`src/signed_radix_digit_emitter_defines.svh`:
```
// assertion macros shared by the signed radix digit emitter
`ifndef SIGNED_RADIX_DIGIT_EMITTER_DEFINES_SVH
`define SIGNED_RADIX_DIGIT_EMITTER_DEFINES_SVH

// same-cycle implication, sampled on clk, off while arst_n is low
`define SRE_ASSERT_IMP(name, ante, cons, msg) \
	name: assert property (@(posedge clk) disable iff (!arst_n) (ante) |-> (cons)) \
		else $error(msg);

// next-cycle implication, sampled on clk, off while arst_n is low
`define SRE_ASSERT_NXT(name, ante, cons, msg) \
	name: assert property (@(posedge clk) disable iff (!arst_n) (ante) |=> (cons)) \
		else $error(msg);

`endif

```
`src/sre_pkg.sv`:
```
// shared types, constants and helpers of the signed radix digit emitter
`default_nettype none

package sre_pkg;

	localparam int MAX_RADIX_DEF  = 16;
	localparam int VALUE_BITS_DEF = 32;

	// quotient bits resolved per cycle by the remainder unit
	localparam int DIV_STEP  = 8;
	localparam int SYM_COUNT = 16;

	localparam int CFG_INDEX_W = 2;
	localparam logic [CFG_INDEX_W-1:0] REG_RADIX        = 2'd0;
	localparam logic [CFG_INDEX_W-1:0] REG_SYMBOLS_LOW  = 2'd1;
	localparam logic [CFG_INDEX_W-1:0] REG_SYMBOLS_HIGH = 2'd2;

	localparam logic [4:0]  RADIX_RESET        = 5'd10;
	localparam logic [63:0] SYMBOLS_LOW_RESET  = 64'h3736_3534_3332_3130;
	localparam logic [63:0] SYMBOLS_HIGH_RESET = 64'h0000_0000_0000_3938;

	localparam logic [7:0] CHAR_PLUS  = 8'h2B;
	localparam logic [7:0] CHAR_MINUS = 8'h2D;

	typedef logic [7:0] sym_t;
	typedef logic [4:0] radix_t;
	typedef logic [8*SYM_COUNT-1:0] symbols_t;

	typedef struct packed {
		logic done;
		logic ok;
	} chk_res_t;

	typedef enum logic [2:0] {
		ST_IDLE,
		ST_CHECK,
		ST_DIV,
		ST_SIGN,
		ST_RD,
		ST_LD,
		ST_BAD
	} state_t;

	function automatic sym_t symbol_at(input symbols_t syms, input logic [3:0] idx);
		return syms[{idx, 3'b000} +: 8];
	endfunction

endpackage

`default_nettype wire

```
`src/sre_ram.sv`:
```
// generic single-write, single-read ram with registered read data
`default_nettype none

module sre_ram #(
	parameter int WIDTH = 4,
	parameter int DEPTH = 32
) (
	input  logic                     clk,
	input  logic                     we,
	input  logic [$clog2(DEPTH)-1:0] waddr,
	input  logic [WIDTH-1:0]         wdata,
	input  logic                     re,
	input  logic [$clog2(DEPTH)-1:0] raddr,
	output logic [WIDTH-1:0]         rdata
);

	logic [WIDTH-1:0] mem_q [DEPTH];
	logic [WIDTH-1:0] rdata_q;

	always_ff @(posedge clk) begin
		if (we) begin
			mem_q[waddr] <= wdata;
		end
		if (re) begin
			rdata_q <= mem_q[raddr];
		end
	end

	assign rdata = rdata_q;

endmodule

`default_nettype wire

```
`src/sre_chk.sv`:
```
// alphabet checker: walks the symbols one per cycle, looking for signs and repeats, and checks the radix range
`default_nettype none

module sre_chk #(
	parameter int MAX_RADIX = sre_pkg::MAX_RADIX_DEF
) (
	input  logic               clk,
	input  logic               arst_n,
	input  logic               start,
	input  sre_pkg::radix_t    radix,
	input  sre_pkg::symbols_t  symbols,
	output sre_pkg::chk_res_t  res
);

	import sre_pkg::*;

	logic       busy_q;
	logic [3:0] idx_q;
	sym_t       cur;
	logic       range_bad;
	logic       dup;
	logic       sym_bad;
	logic       fail;
	logic       last_idx;

	always_comb begin
		cur = symbol_at(symbols, idx_q);
		// compare the current symbol with every one before it
		dup = 1'b0;
		for (int j = 0; j < SYM_COUNT; j++) begin
			if ((4'(j) < idx_q) && (symbol_at(symbols, 4'(j)) == cur)) begin
				dup = 1'b1;
			end
		end
		range_bad = (radix < 5'd2) || (radix > 5'(MAX_RADIX));
		sym_bad   = (cur == CHAR_PLUS) || (cur == CHAR_MINUS) || dup;
		fail      = range_bad || sym_bad;
		last_idx  = ((5'(idx_q) + 5'd1) == radix);
		res.done  = busy_q && (fail || last_idx);
		res.ok    = !fail;
	end

	always_ff @(posedge clk or negedge arst_n) begin
		if (!arst_n) begin
			busy_q <= 1'b0;
			idx_q  <= '0;
		end else if (start) begin
			busy_q <= 1'b1;
			idx_q  <= '0;
		end else if (busy_q) begin
			if (res.done) begin
				busy_q <= 1'b0;
			end else begin
				idx_q <= idx_q + 4'd1;
			end
		end
	end

endmodule

`default_nettype wire

```
`src/sre_div.sv`:
```
// iterative divider by the radix: several restoring quotient bits per cycle
`default_nettype none

module sre_div #(
	parameter int VALUE_BITS = sre_pkg::VALUE_BITS_DEF,
	parameter int MAX_RADIX  = sre_pkg::MAX_RADIX_DEF
) (
	input  logic                           clk,
	input  logic                           arst_n,
	input  logic                           start,
	input  logic [VALUE_BITS-1:0]          dividend,
	input  logic [$clog2(MAX_RADIX+1)-1:0] divisor,
	output logic                           done,
	output logic [VALUE_BITS-1:0]          quotient,
	output logic [$clog2(MAX_RADIX+1)-1:0] remainder
);

	import sre_pkg::*;

	localparam int RW    = $clog2(MAX_RADIX + 1);
	localparam int STEPS = (VALUE_BITS + DIV_STEP - 1) / DIV_STEP;
	localparam int DW    = STEPS * DIV_STEP;
	localparam int CNT_W = $clog2(STEPS + 1);

	logic [DW-1:0]    dq_q;
	logic [RW-1:0]    rem_q;
	logic [CNT_W-1:0] cnt_q;
	logic             done_q;

	logic [DW-1:0] dq_n;
	logic [RW-1:0] rem_n;
	logic [RW:0]   trial;

	// dividend shifts out at the top while quotient bits shift in at the bottom
	always_comb begin
		dq_n  = dq_q;
		rem_n = rem_q;
		trial = '0;
		for (int k = 0; k < DIV_STEP; k++) begin
			trial = {rem_n, dq_n[DW-1]};
			dq_n  = {dq_n[DW-2:0], 1'b0};
			if (trial >= {1'b0, divisor}) begin
				trial   = trial - {1'b0, divisor};
				dq_n[0] = 1'b1;
			end
			rem_n = trial[RW-1:0];
		end
	end

	always_ff @(posedge clk or negedge arst_n) begin
		if (!arst_n) begin
			cnt_q  <= '0;
			done_q <= 1'b0;
		end else begin
			done_q <= 1'b0;
			if (start) begin
				cnt_q <= CNT_W'(STEPS);
			end else if (cnt_q != '0) begin
				cnt_q <= cnt_q - 1'b1;
				if (cnt_q == CNT_W'(1)) begin
					done_q <= 1'b1;
				end
			end
		end
	end

	always_ff @(posedge clk) begin
		if (start) begin
			dq_q  <= DW'(dividend);
			rem_q <= '0;
		end else if (cnt_q != '0) begin
			dq_q  <= dq_n;
			rem_q <= rem_n;
		end
	end

	assign done      = done_q;
	assign quotient  = dq_q[VALUE_BITS-1:0];
	assign remainder = rem_q;

endmodule

`default_nettype wire

```
`src/signed_radix_digit_emitter.sv`:
```
// Signed integer to text in a programmable radix, one character per output word,
// most significant digit first, with a leading minus for negative values. Each value
// first has its radix and alphabet checked, one symbol per cycle, then is taken apart
// by one shared divider that resolves eight quotient bits per cycle; the digits go
// least significant first into a small ram and are read back in reverse, each digit
// through a ram read state and then an output load state, while the minus sign is
// loaded straight into the output register. Each load waits until the output register
// is free. A bad radix or alphabet yields a single word with tuser and tlast set. A new
// value is taken once the previous one has its last word in the output register.
`default_nettype none
`include "signed_radix_digit_emitter_defines.svh"

module signed_radix_digit_emitter #(
	parameter int MAX_RADIX  = sre_pkg::MAX_RADIX_DEF,
	parameter int VALUE_BITS = sre_pkg::VALUE_BITS_DEF
) (
	input  logic                                 clk,
	input  logic                                 arst_n,
	input  logic                                 s_axis_tvalid,
	output logic                                 s_axis_tready,
	input  logic [((VALUE_BITS+7)/8)*8-1:0]      s_axis_tdata,  // value
	output logic                                 m_axis_tvalid,
	input  logic                                 m_axis_tready,
	output logic [7:0]                           m_axis_tdata,  // character
	output logic                                 m_axis_tlast,
	output logic [0:0]                           m_axis_tuser,  // bad_base
	input  logic                                 cfg_valid,
	output logic                                 cfg_ready,
	input  logic [sre_pkg::CFG_INDEX_W-1:0]      cfg_index,
	input  logic [63:0]                          cfg_data
);

	import sre_pkg::*;

	localparam int RW    = $clog2(MAX_RADIX + 1);
	localparam int DGW   = $clog2(MAX_RADIX);
	localparam int DEPTH = VALUE_BITS;
	localparam int AW    = $clog2(DEPTH);
	localparam int CW    = $clog2(DEPTH + 1);

	state_t state_q, state_n;

	radix_t      radix_q;
	logic [63:0] sym_low_q;
	logic [63:0] sym_high_q;
	symbols_t    syms;

	logic                  neg_q;
	logic [VALUE_BITS-1:0] mag_q;
	logic [CW-1:0]         nd_q;
	logic [AW-1:0]         idx_q;

	logic out_valid_q;
	sym_t out_char_q;
	logic out_last_q;
	logic out_bad_q;

	logic [VALUE_BITS-1:0] value;
	logic [VALUE_BITS-1:0] mag_in;
	logic                  slot_free;

	chk_res_t              chk_res;
	logic                  chk_start;
	logic                  div_start;
	logic [VALUE_BITS-1:0] div_dividend;
	logic                  div_done;
	logic [VALUE_BITS-1:0] div_quot;
	logic [RW-1:0]         div_rem;

	logic           ram_we;
	logic           ram_re;
	logic [DGW-1:0] ram_rdata;

	logic in_ready;
	logic out_load;
	sym_t out_char_n;
	logic out_last_n;
	logic out_bad_n;

	assign syms      = {sym_high_q, sym_low_q};
	assign value     = s_axis_tdata[VALUE_BITS-1:0];
	assign mag_in    = value[VALUE_BITS-1] ? (~value + 1'b1) : value;
	assign slot_free = !out_valid_q || m_axis_tready;

	sre_chk #(
		.MAX_RADIX(MAX_RADIX)
	) u_chk (
		.clk    (clk),
		.arst_n (arst_n),
		.start  (chk_start),
		.radix  (radix_q),
		.symbols(syms),
		.res    (chk_res)
	);

	sre_div #(
		.VALUE_BITS(VALUE_BITS),
		.MAX_RADIX (MAX_RADIX)
	) u_div (
		.clk      (clk),
		.arst_n   (arst_n),
		.start    (div_start),
		.dividend (div_dividend),
		.divisor  (radix_q[RW-1:0]),
		.done     (div_done),
		.quotient (div_quot),
		.remainder(div_rem)
	);

	// digits land least significant first and are read back from the top
	sre_ram #(
		.WIDTH(DGW),
		.DEPTH(DEPTH)
	) u_digits (
		.clk  (clk),
		.we   (ram_we),
		.waddr(nd_q[AW-1:0]),
		.wdata(div_rem[DGW-1:0]),
		.re   (ram_re),
		.raddr(idx_q),
		.rdata(ram_rdata)
	);

	always_comb begin
		state_n = state_q;
		unique case (state_q)
			ST_IDLE: begin
				if (s_axis_tvalid) begin
					state_n = ST_CHECK;
				end
			end
			ST_CHECK: begin
				if (chk_res.done) begin
					state_n = chk_res.ok ? ST_DIV : ST_BAD;
				end
			end
			ST_DIV: begin
				if (div_done && (div_quot == '0)) begin
					state_n = neg_q ? ST_SIGN : ST_RD;
				end
			end
			ST_SIGN: begin
				if (slot_free) begin
					state_n = ST_RD;
				end
			end
			ST_RD: begin
				state_n = ST_LD;
			end
			ST_LD: begin
				if (slot_free) begin
					state_n = (idx_q == '0) ? ST_IDLE : ST_RD;
				end
			end
			ST_BAD: begin
				if (slot_free) begin
					state_n = ST_IDLE;
				end
			end
			default: begin
				state_n = ST_IDLE;
			end
		endcase
	end

	always_comb begin
		in_ready     = 1'b0;
		chk_start    = 1'b0;
		div_start    = 1'b0;
		div_dividend = mag_q;
		ram_we       = 1'b0;
		ram_re       = 1'b0;
		out_load     = 1'b0;
		out_char_n   = '0;
		out_last_n   = 1'b0;
		out_bad_n    = 1'b0;
		unique case (state_q)
			ST_IDLE: begin
				in_ready  = 1'b1;
				chk_start = s_axis_tvalid;
			end
			ST_CHECK: begin
				div_start = chk_res.done && chk_res.ok;
			end
			ST_DIV: begin
				// store this digit and restart on the quotient while it is nonzero
				ram_we       = div_done;
				div_start    = div_done && (div_quot != '0);
				div_dividend = div_quot;
			end
			ST_SIGN: begin
				out_load   = slot_free;
				out_char_n = CHAR_MINUS;
			end
			ST_RD: begin
				ram_re = 1'b1;
			end
			ST_LD: begin
				out_load   = slot_free;
				out_char_n = symbol_at(syms, 4'(ram_rdata));
				out_last_n = (idx_q == '0);
			end
			ST_BAD: begin
				out_load   = slot_free;
				out_last_n = 1'b1;
				out_bad_n  = 1'b1;
			end
			default: begin
				in_ready = 1'b0;
			end
		endcase
	end

	always_ff @(posedge clk or negedge arst_n) begin
		if (!arst_n) begin
			state_q     <= ST_IDLE;
			out_valid_q <= 1'b0;
			nd_q        <= '0;
			idx_q       <= '0;
		end else begin
			state_q <= state_n;
			if (out_load) begin
				out_valid_q <= 1'b1;
			end else if (m_axis_tready) begin
				out_valid_q <= 1'b0;
			end
			if (chk_start) begin
				nd_q <= '0;
			end else if (ram_we) begin
				nd_q <= nd_q + 1'b1;
			end
			if (ram_we) begin
				idx_q <= nd_q[AW-1:0];
			end else if (out_load && (state_q == ST_LD) && (idx_q != '0)) begin
				idx_q <= idx_q - 1'b1;
			end
		end
	end

	always_ff @(posedge clk or negedge arst_n) begin
		if (!arst_n) begin
			radix_q    <= RADIX_RESET;
			sym_low_q  <= SYMBOLS_LOW_RESET;
			sym_high_q <= SYMBOLS_HIGH_RESET;
		end else if (cfg_valid) begin
			unique case (cfg_index)
				REG_RADIX:        radix_q    <= cfg_data[4:0];
				REG_SYMBOLS_LOW:  sym_low_q  <= cfg_data;
				REG_SYMBOLS_HIGH: sym_high_q <= cfg_data;
				default: begin
					radix_q <= radix_q;
				end
			endcase
		end
	end

	always_ff @(posedge clk) begin
		if (chk_start) begin
			neg_q <= value[VALUE_BITS-1];
			mag_q <= mag_in;
		end
		if (out_load) begin
			out_char_q <= out_char_n;
			out_last_q <= out_last_n;
			out_bad_q  <= out_bad_n;
		end
	end

	assign s_axis_tready = in_ready;
	assign m_axis_tvalid = out_valid_q;
	assign m_axis_tdata  = out_char_q;
	assign m_axis_tlast  = out_last_q;
	assign m_axis_tuser  = out_bad_q;
	assign cfg_ready     = 1'b1;

	`SRE_ASSERT_IMP(a_bad_word_is_last, m_axis_tvalid && m_axis_tuser[0], m_axis_tlast, "error word without tlast")
	`SRE_ASSERT_IMP(a_div_done_in_div, div_done, state_q == ST_DIV, "divider finished outside the digit phase")
	`SRE_ASSERT_IMP(a_digit_in_range, ram_we, nd_q < CW'(DEPTH), "digit count past the digit store")
	`SRE_ASSERT_NXT(a_fault_to_bad, (state_q == ST_CHECK) && chk_res.done && !chk_res.ok, state_q == ST_BAD, "alphabet fault did not lead to the error word")

endmodule

`default_nettype wire
```
`config.mk`:
```
export PLATFORM = sky130hd
export DESIGN_NAME = signed_radix_digit_emitter
export DESIGN_NICKNAME = d
export VERILOG_FILES = /design/src/sre_pkg.sv /design/src/sre_ram.sv /design/src/sre_chk.sv /design/src/sre_div.sv /design/src/signed_radix_digit_emitter.sv
export VERILOG_INCLUDE_DIRS = /design/src /design/src/src
export SDC_FILE = /design/constraint.sdc
export NUM_CORES = 1
export LEC_CHECK = 0
export ABC_AREA = 1
export BUFFER_PORTS_ARGS = -buffer_cell sky130_fd_sc_hd__buf_4
export CORE_MARGIN = 2
export CORE_UTILIZATION = 27
export DETAILED_ROUTE_END_ITERATION = 7
export GPL_TIMING_DRIVEN = 0
export PLACE_DENSITY = 0.46
export SKIP_LAST_GASP = 1
export SLEW_MARGIN = 10
export SYNTH_ARGS = -nofsm -noshare
export SYNTH_HDL_FRONTEND = slang
export SYNTH_HIERARCHICAL = 1
export SYNTH_SLANG_ARGS = --single-unit
export TNS_END_PERCENT = 50
```
`constraint.sdc`:
```
create_clock -name clk -period 10.6 [get_ports clk]
set_clock_uncertainty 0.15 [all_clocks]
set_input_delay 2.12 -clock clk [delete_from_list [all_inputs] [get_ports clk]]
set_output_delay 2.12 -clock clk [all_outputs]
set_load 0.005 [all_outputs]
```
==> metrics.csv, run 1 <==
stage,metric,value,unit
yosys,synth_nets,3381,
cells_and_area,final_core_util,0.332,
timing,worst_pin_slew,0.907,ns
timing,rsz0062_at_grt,yes,
yosys,syn_area_per_cell,7.34,um2
cells_and_area,syn_to_final_growth,21.9,%
yosys,synth-async-reset-ratio,0.424,
yosys,synth-seq-cells,368,
global_route,antenna_found_initial,5,
cts,path_clk_slew,0.06,ns
critical_path,critPathArrivalTime,10.58,ns
global_route,grt_max_degree,82,
die,initial_core_util,0.272,
cts,htree_levels,2,
cts,hold_buffers,0,
critical_path,worstPathRequired,10.77,ns
detailed_routing,wl_per_cell,19.8,um
detailed_routing,drtIter0Drc,1921,
critical_path,critical_path_class,reg -> reg,
detailed_routing,drtPass1Iterations,5,
detailed_routing,vias,22031,
yosys,ys_types,54,
critical_path,r2r-start,radix_q[1],
critical_path,crit_path_end_kind,register,
timing,final-hold-violation-count,0,
yosys,synthAdderAreaFrac,0.0327,
yosys,synth-xor-area-share,0.0266,
cells_and_area,fillers,9454,
detailed_routing,antenna_left,0,
timing,report.final.slew_viol_count,0,
timing,slew_headroom,0.395,
status,status,completed,
die,dieArea,89900,um2
global_route,grt_use_total,0.200,
die,die_y,300,um
critical_path,crit_path_max_fanout,8,
yosys,yosysWarnings,6,
die,io_pins,116,
yosys,synthesis.area,23600,um2
cts,cts_inserted_buffers,44,
timing,min_period,10.41,ns
cells_and_area,final_common_cell,nand2_1,
cts,cts_buffer_depth,3,
cts,cts_tree,done,
worst_hold_path,holdCritPathClass,reg -> reg,
placed_design,io_buffers,114,
timing,finalSetupViolCount,0,
cts,cts.sinks,368,
yosys,yosysSeqAreaShare,0.434,
global_route,grt_pass1_wl,136000,um
cells_and_area,ff_latch_area,10300,um2
cells_and_area,final_nets,3602,
yosys,synth_compound_area_frac,0.0798,
die,placeableCoreArea,86800,um2
yosys,synth_top_family_by_area,simple AND/OR/NAND/NOR gates,
die,row_count,108,
timing,fin_crit_sh,0.982,
critical_path,start_kind,register,
detailed_routing,viasPerCell,4.75,
critical_path,cp_num_buf_inv,12,
critical_path,crit_path_top_delay_cell,dfstp_4,
yosys,netlist_instances,3221,
detailed_routing,drt_drc_violations_left,0,
cells_and_area,layout_common_cells,"nand2_1, nor2_1, inv_1",
yosys,synth-simple-area-share,0.335,
placed_design,hpwl,68100,um
cells_and_area,multi_input_area,12000,um2
yosys,yosys_most_used_dff,edfxtp_1,
cts,clkLatencyLatePin,0.61,ns
critical_path,critical_path.startpoint,radix_q[1],
critical_path,critPathMaxStageDelay,0.66,ns
yosys,synth_edf_count,207,
detailed_routing,wirelength,91600,um
worst_hold_path,hold_path.startpoint,u_div/remainder[4],
placed_design,gp_congestion,0.987,
global_route,grt_pass1_vias,21042,
die,die_w,300,um
global_route,grt.overflow.total,0,
timing,fmax,0.0961,GHz
cells_and_area,drive_above_1_share,0.172,
flow_run,drv_cap,0,
cts,cts_root_buf,clkbuf_16,
yosys,synthMuxAreaShare,0,
critical_path,path_delay_family,simple AND/OR/NAND/NOR gates,
layer usage:
layer / vias to the layer above / global-route usage / part of all wire
li1: 10750 / - / -
met1: 10363 / 0.281 / 0.46
met2: 748 / 0.317 / 0.44
met3: 162 / 0.0331 / 0.068
met4: 8 / 0.0580 / 0.031
met5: - / 0 / 0.00056
layout make-up:
| class | count | area share |
|---|---|---|
| multi-input combinational | 2355 | 0.416 |
| inverter | 365 | 0.0481 |
| clock buffer | 55 | 0.0414 |
| clock inverter | 27 | 0.0114 |
| buffer | 133 | 0.0278 |
| antenna | 1 | 0.0000868 |
| sequential | 368 | 0.357 |
| tap | 1155 | 0.0501 |
| timing repair buffer | 175 | 0.0478 |
cell usage after synthesis, types with 20 or more instances:
master	count	share of area
nand2_1	1158	0.18
inv_1	342	0.054
nor2_1	330	0.052
nand3_1	288	0.061
edfxtp_1	207	0.26
o21ai_0	200	0.042
dfrtp_1	119	0.13
xor2_1	54	0.020
o21ai_1	53	0.011
ha_1	49	0.026
buf_2	42	0.0089
clkbuf_1	41	0.0065
dfstp_2	37	0.041
a21oi_1	34	0.0072
o211ai_1	31	0.0098
inv_2	21	0.0033
buf_4	20	0.0064
buf_6	20	0.0095
repair_timing:
action | CTS | global route
resized for setup | 79 | 90
setup endpoints to repair | 7 | 6
gates cloned | 0 | 0
buffers inserted | 35 | 24
pin swaps | 36 | 50
path summary, 6_finish.rpt:
check / cells after the start / end / slack (ns)
hold / removal: 2 / u_div/remainder[4] / 0.35
hold reg to reg: 2 / u_div/remainder[4] / 0.35
setup / recovery: 68 / u_div/quotient[0] / 0.19
setup reg to reg: 68 / u_div/quotient[0] / 0.19
min in group asynchronous: 1 / sym_low_q[39] / 1.33
max in group asynchronous: 2 / radix_q[3] / 8.10
worst min-delay path: stages, from the launching register on:
cell	delay, ns
dfxtp_1	0.34
nand2_1	0.07
nand2_1	0.04
sequential cells by signal, indices dropped and copies added, names as in the netlist, 3 cells and up:
| name | flops |
|---|---|
| radix_q | 5 |
| state_q | 3 |
| u_div/cnt_q | 3 |
| u_digits/rdata | 4 |
| idx_q | 5 |
| u_div/remainder | 5 |
| u_chk/idx_q | 4 |
| u_div/quotient | 32 |
| mag_q | 32 |
| nd_q | 5 |
| u_digits/mem_q | 128 |
| sym_low_q | 64 |
| sym_high_q | 64 |
| m_axis_tdata | 8 |
logic make-up after synthesis:
family,after synthesis
fa+ha+maj,57
flops,368
buf+inv,498
simple gates,1880
xor+xnor,70
compound gates,347
other cells,1
per-stage QoR:
stage | hold WS [ns] | setup WS, ns | cell area (um2) | cells | TNS [ns]
floorplan | 0.316 | 0.0505 | 23700 | 3221 | 0
global placement | 0.342 | -2.28 | 26000 | 4490 | -14.10
detailed placement | 0.343 | -2.11 | 26000 | 4492 | -12.88
CTS | 0.355 | 0.0115 | 28300 | 4609 | 0
global route | 0.380 | -0.402 | 28800 | 4633 | -2.32
finish | 0.350 | 0.194 | 28800 | 4634 | 0
Power of run 1 is not shown: default switching activity piles up to over one toggle a cycle in this logic, so the estimate is an artifact.
==> inputs of run 2 (changes only) <==
Settings changed: REMOVE_ABC_BUFFERS set to 1.
==> run 2 against run 1 <==
- cell area shrank 2.6%
- setup slack lost 0.066 ns
- critical path depth grew 4
- global-route usage shrank 3.3 points
- core utilization shrank 0.88 points
- worst hold slack gained 0.0028 ns
- sequential cell count is the same
- wire length shrank 16%
- non-clock buffer count shrank 122
- die area is the same
- critical endpoint unchanged
==> metrics.csv, run 2 (synthesis results as in run 1) <==
stage,metric,value,unit
status,status,completed,
die,initial_core_util,0.272,
global_route,grt_max_degree,85,
die,row_count,108,
timing,report.final.slew_viol_count,0,
critical_path,crit_path_max_fanout,8,
timing,final.setup.worst_slack,0.127,ns
cells_and_area,final_common_cell,nand2_1,
global_route,grt_pass1_vias,19562,
cts,hold_buffers,0,
die,io_pins,116,
cells_and_area,fillers,9411,
detailed_routing,wl_per_cell,17.0,um
cells_and_area,final_nets,3481,
placed_design,gp_congestion,0.866,
critical_path,crit_top_cell,nand2_2,
cts,path_clk_slew,0.06,ns
critical_path,worstPathRequired,10.76,ns
critical_path,critical_path_class,reg -> reg,
cells_and_area,largest_registers,"u_digits/mem_q: 128 flops, sym_high_q: 64 flops, sym_low_q: 64 flops",
placed_design,hpwl,53300,um
timing,fin_crit_sh,0.988,
detailed_routing,drtIter0Drc,1507,
cells_and_area,layout_common_cells,"nand2_1, nor2_1, inv_1",
global_route,antenna_found_initial,2,
placed_design,io_buffers,114,
cells_and_area,multi_input_area,12000,um2
critical_path,start_kind,register,
die,dieArea,89900,um2
detailed_routing,drtPass1Iterations,5,
cells_and_area,final_area,28100,um2
worst_hold_path,holdCritPathClass,reg -> reg,
cells_and_area,max_flop_register,u_digits/mem_q,
cts,cts_root_buf,clkbuf_16,
placed_design,pre_cts_ws,-2.83,ns
global_route,grt_pass1_wl,118000,um
detailed_routing,vias,20783,
cts,cts_tree,done,
cts,cts_buffer_depth,3,
cts,cts_inserted_buffers,43,
cells_and_area,n_antenna_cell,0,
detailed_routing,wirelength,76500,um
cells_and_area,largest_register_ffs,128,
cells_and_area,drive_above_1_share,0.155,
die,die_y,300,um
detailed_routing,viasPerCell,4.61,
timing,fmax,0.0955,GHz
cells_and_area,final_cells,4508,
timing,finalSetupViolCount,0,
timing,min_period,10.47,ns
global_route,grt.overflow.total,0,
die,placeableCoreArea,86800,um2
cells_and_area,ff_latch_area,10300,um2
timing,rsz0062_at_grt,yes,
critical_path,crit_path_top_delay_cell,dfstp_4,
critical_path,critPathArrivalTime,10.63,ns
flow_run,drv_cap,0,
cells_and_area,syn_to_final_growth,18.7,%
detailed_routing,drt_drc_violations_left,0,
critical_path,critPathMaxStageDelay,0.65,ns
cts,htree_levels,2,
placed_design,place_area,25400,um2
global_route,grt_use_total,0.167,
critical_path,crit_path_end_kind,register,
timing,worst_pin_slew,1.19,ns
die,die_w,300,um
placed_design,dp_cells,4369,
cts,cts.sinks,368,
cts,clkLatencyLatePin,0.61,ns
timing,final-hold-violation-count,0,
timing,slew_headroom,0.208,
detailed_routing,antenna_left,0,
## run 2: cell types whose count changed in the layout (fill, tap and decap cells not counted), sizes merged
cell | previous run | this run
inv | 362 | 360
diode | 1 | 0
clkinv | 20 | 14
nand3 | 304 | 306
bufinv | 5 | 0
buf | 264 | 186
clkbuf | 99 | 63
## run 2: repair_timing
item	in CTS	in global routing
setup buffers	25	35
resized for setup	96	88
pin swaps	29	57
gates cloned	2	0
endpoints found under the setup margin	7	6
## run 2: worst max-delay path, delay by kind of cell, from the launching register on
family | cells | cell delay (ns)
AND/OR/NAND/NOR | 31 | 3.22
AO/OA/AOI/OAI | 20 | 2.99
adder cells (fa/ha/maj) | 8 | 1.88
buffers and inverters | 13 | 1.22
flip-flops | 1 | 0.65
## run 2: stage by stage
| stage | utilization | hold slack [ns] | setup TNS (ns) |
|---|---|---|---|
| after floorplan | - | 0.316 | -2.85 |
| after global placement | 0.290 | 0.348 | -30.69 |
| after detailed placement | 0.293 | 0.347 | -18.16 |
| after CTS | 0.316 | 0.355 | 0 |
| after global routing | 0.323 | 0.380 | -2.05 |
| final | 0.323 | 0.353 | 0 |
## run 2: final timing paths
check | endpoint | slack, ns | startpoint | depth (start not counted)
setup / recovery | u_div/quotient[0] | 0.13 | radix_q[1] | 72
hold / removal | sym_low_q[58] | 0.35 | sym_low_q[58] | 2
setup reg to reg | u_div/quotient[0] | 0.13 | radix_q[1] | 72
hold reg to reg | sym_low_q[58] | 0.35 | sym_low_q[58] | 2
max in group asynchronous | u_chk/idx_q[0] | 8.09 | arst_n | 2
min in group asynchronous | sym_low_q[32] | 1.33 | arst_n | 1
## run 2: metal layers
| layer | wire [um] | vias to the layer above | track usage |
|---|---|---|---|
| li1 | - | 10478 | - |
| met1 | 37600 | 9761 | 0.245 |
| met2 | 33800 | 446 | 0.262 |
| met3 | 3380 | 98 | 0.0191 |
| met4 | 1730 | 0 | 0.0400 |
| met5 | 0 | - | 0 |
## run 2: area by class of cell
class,count,area share
timing repair buffer,186,0.0560
clock inverter,14,0.00491
sequential,368,0.367
clock buffer,63,0.0421
inverter,365,0.0495
tap,1155,0.0515
multi-input combinational,2357,0.429
Power of run 2 is left out for the same reason.
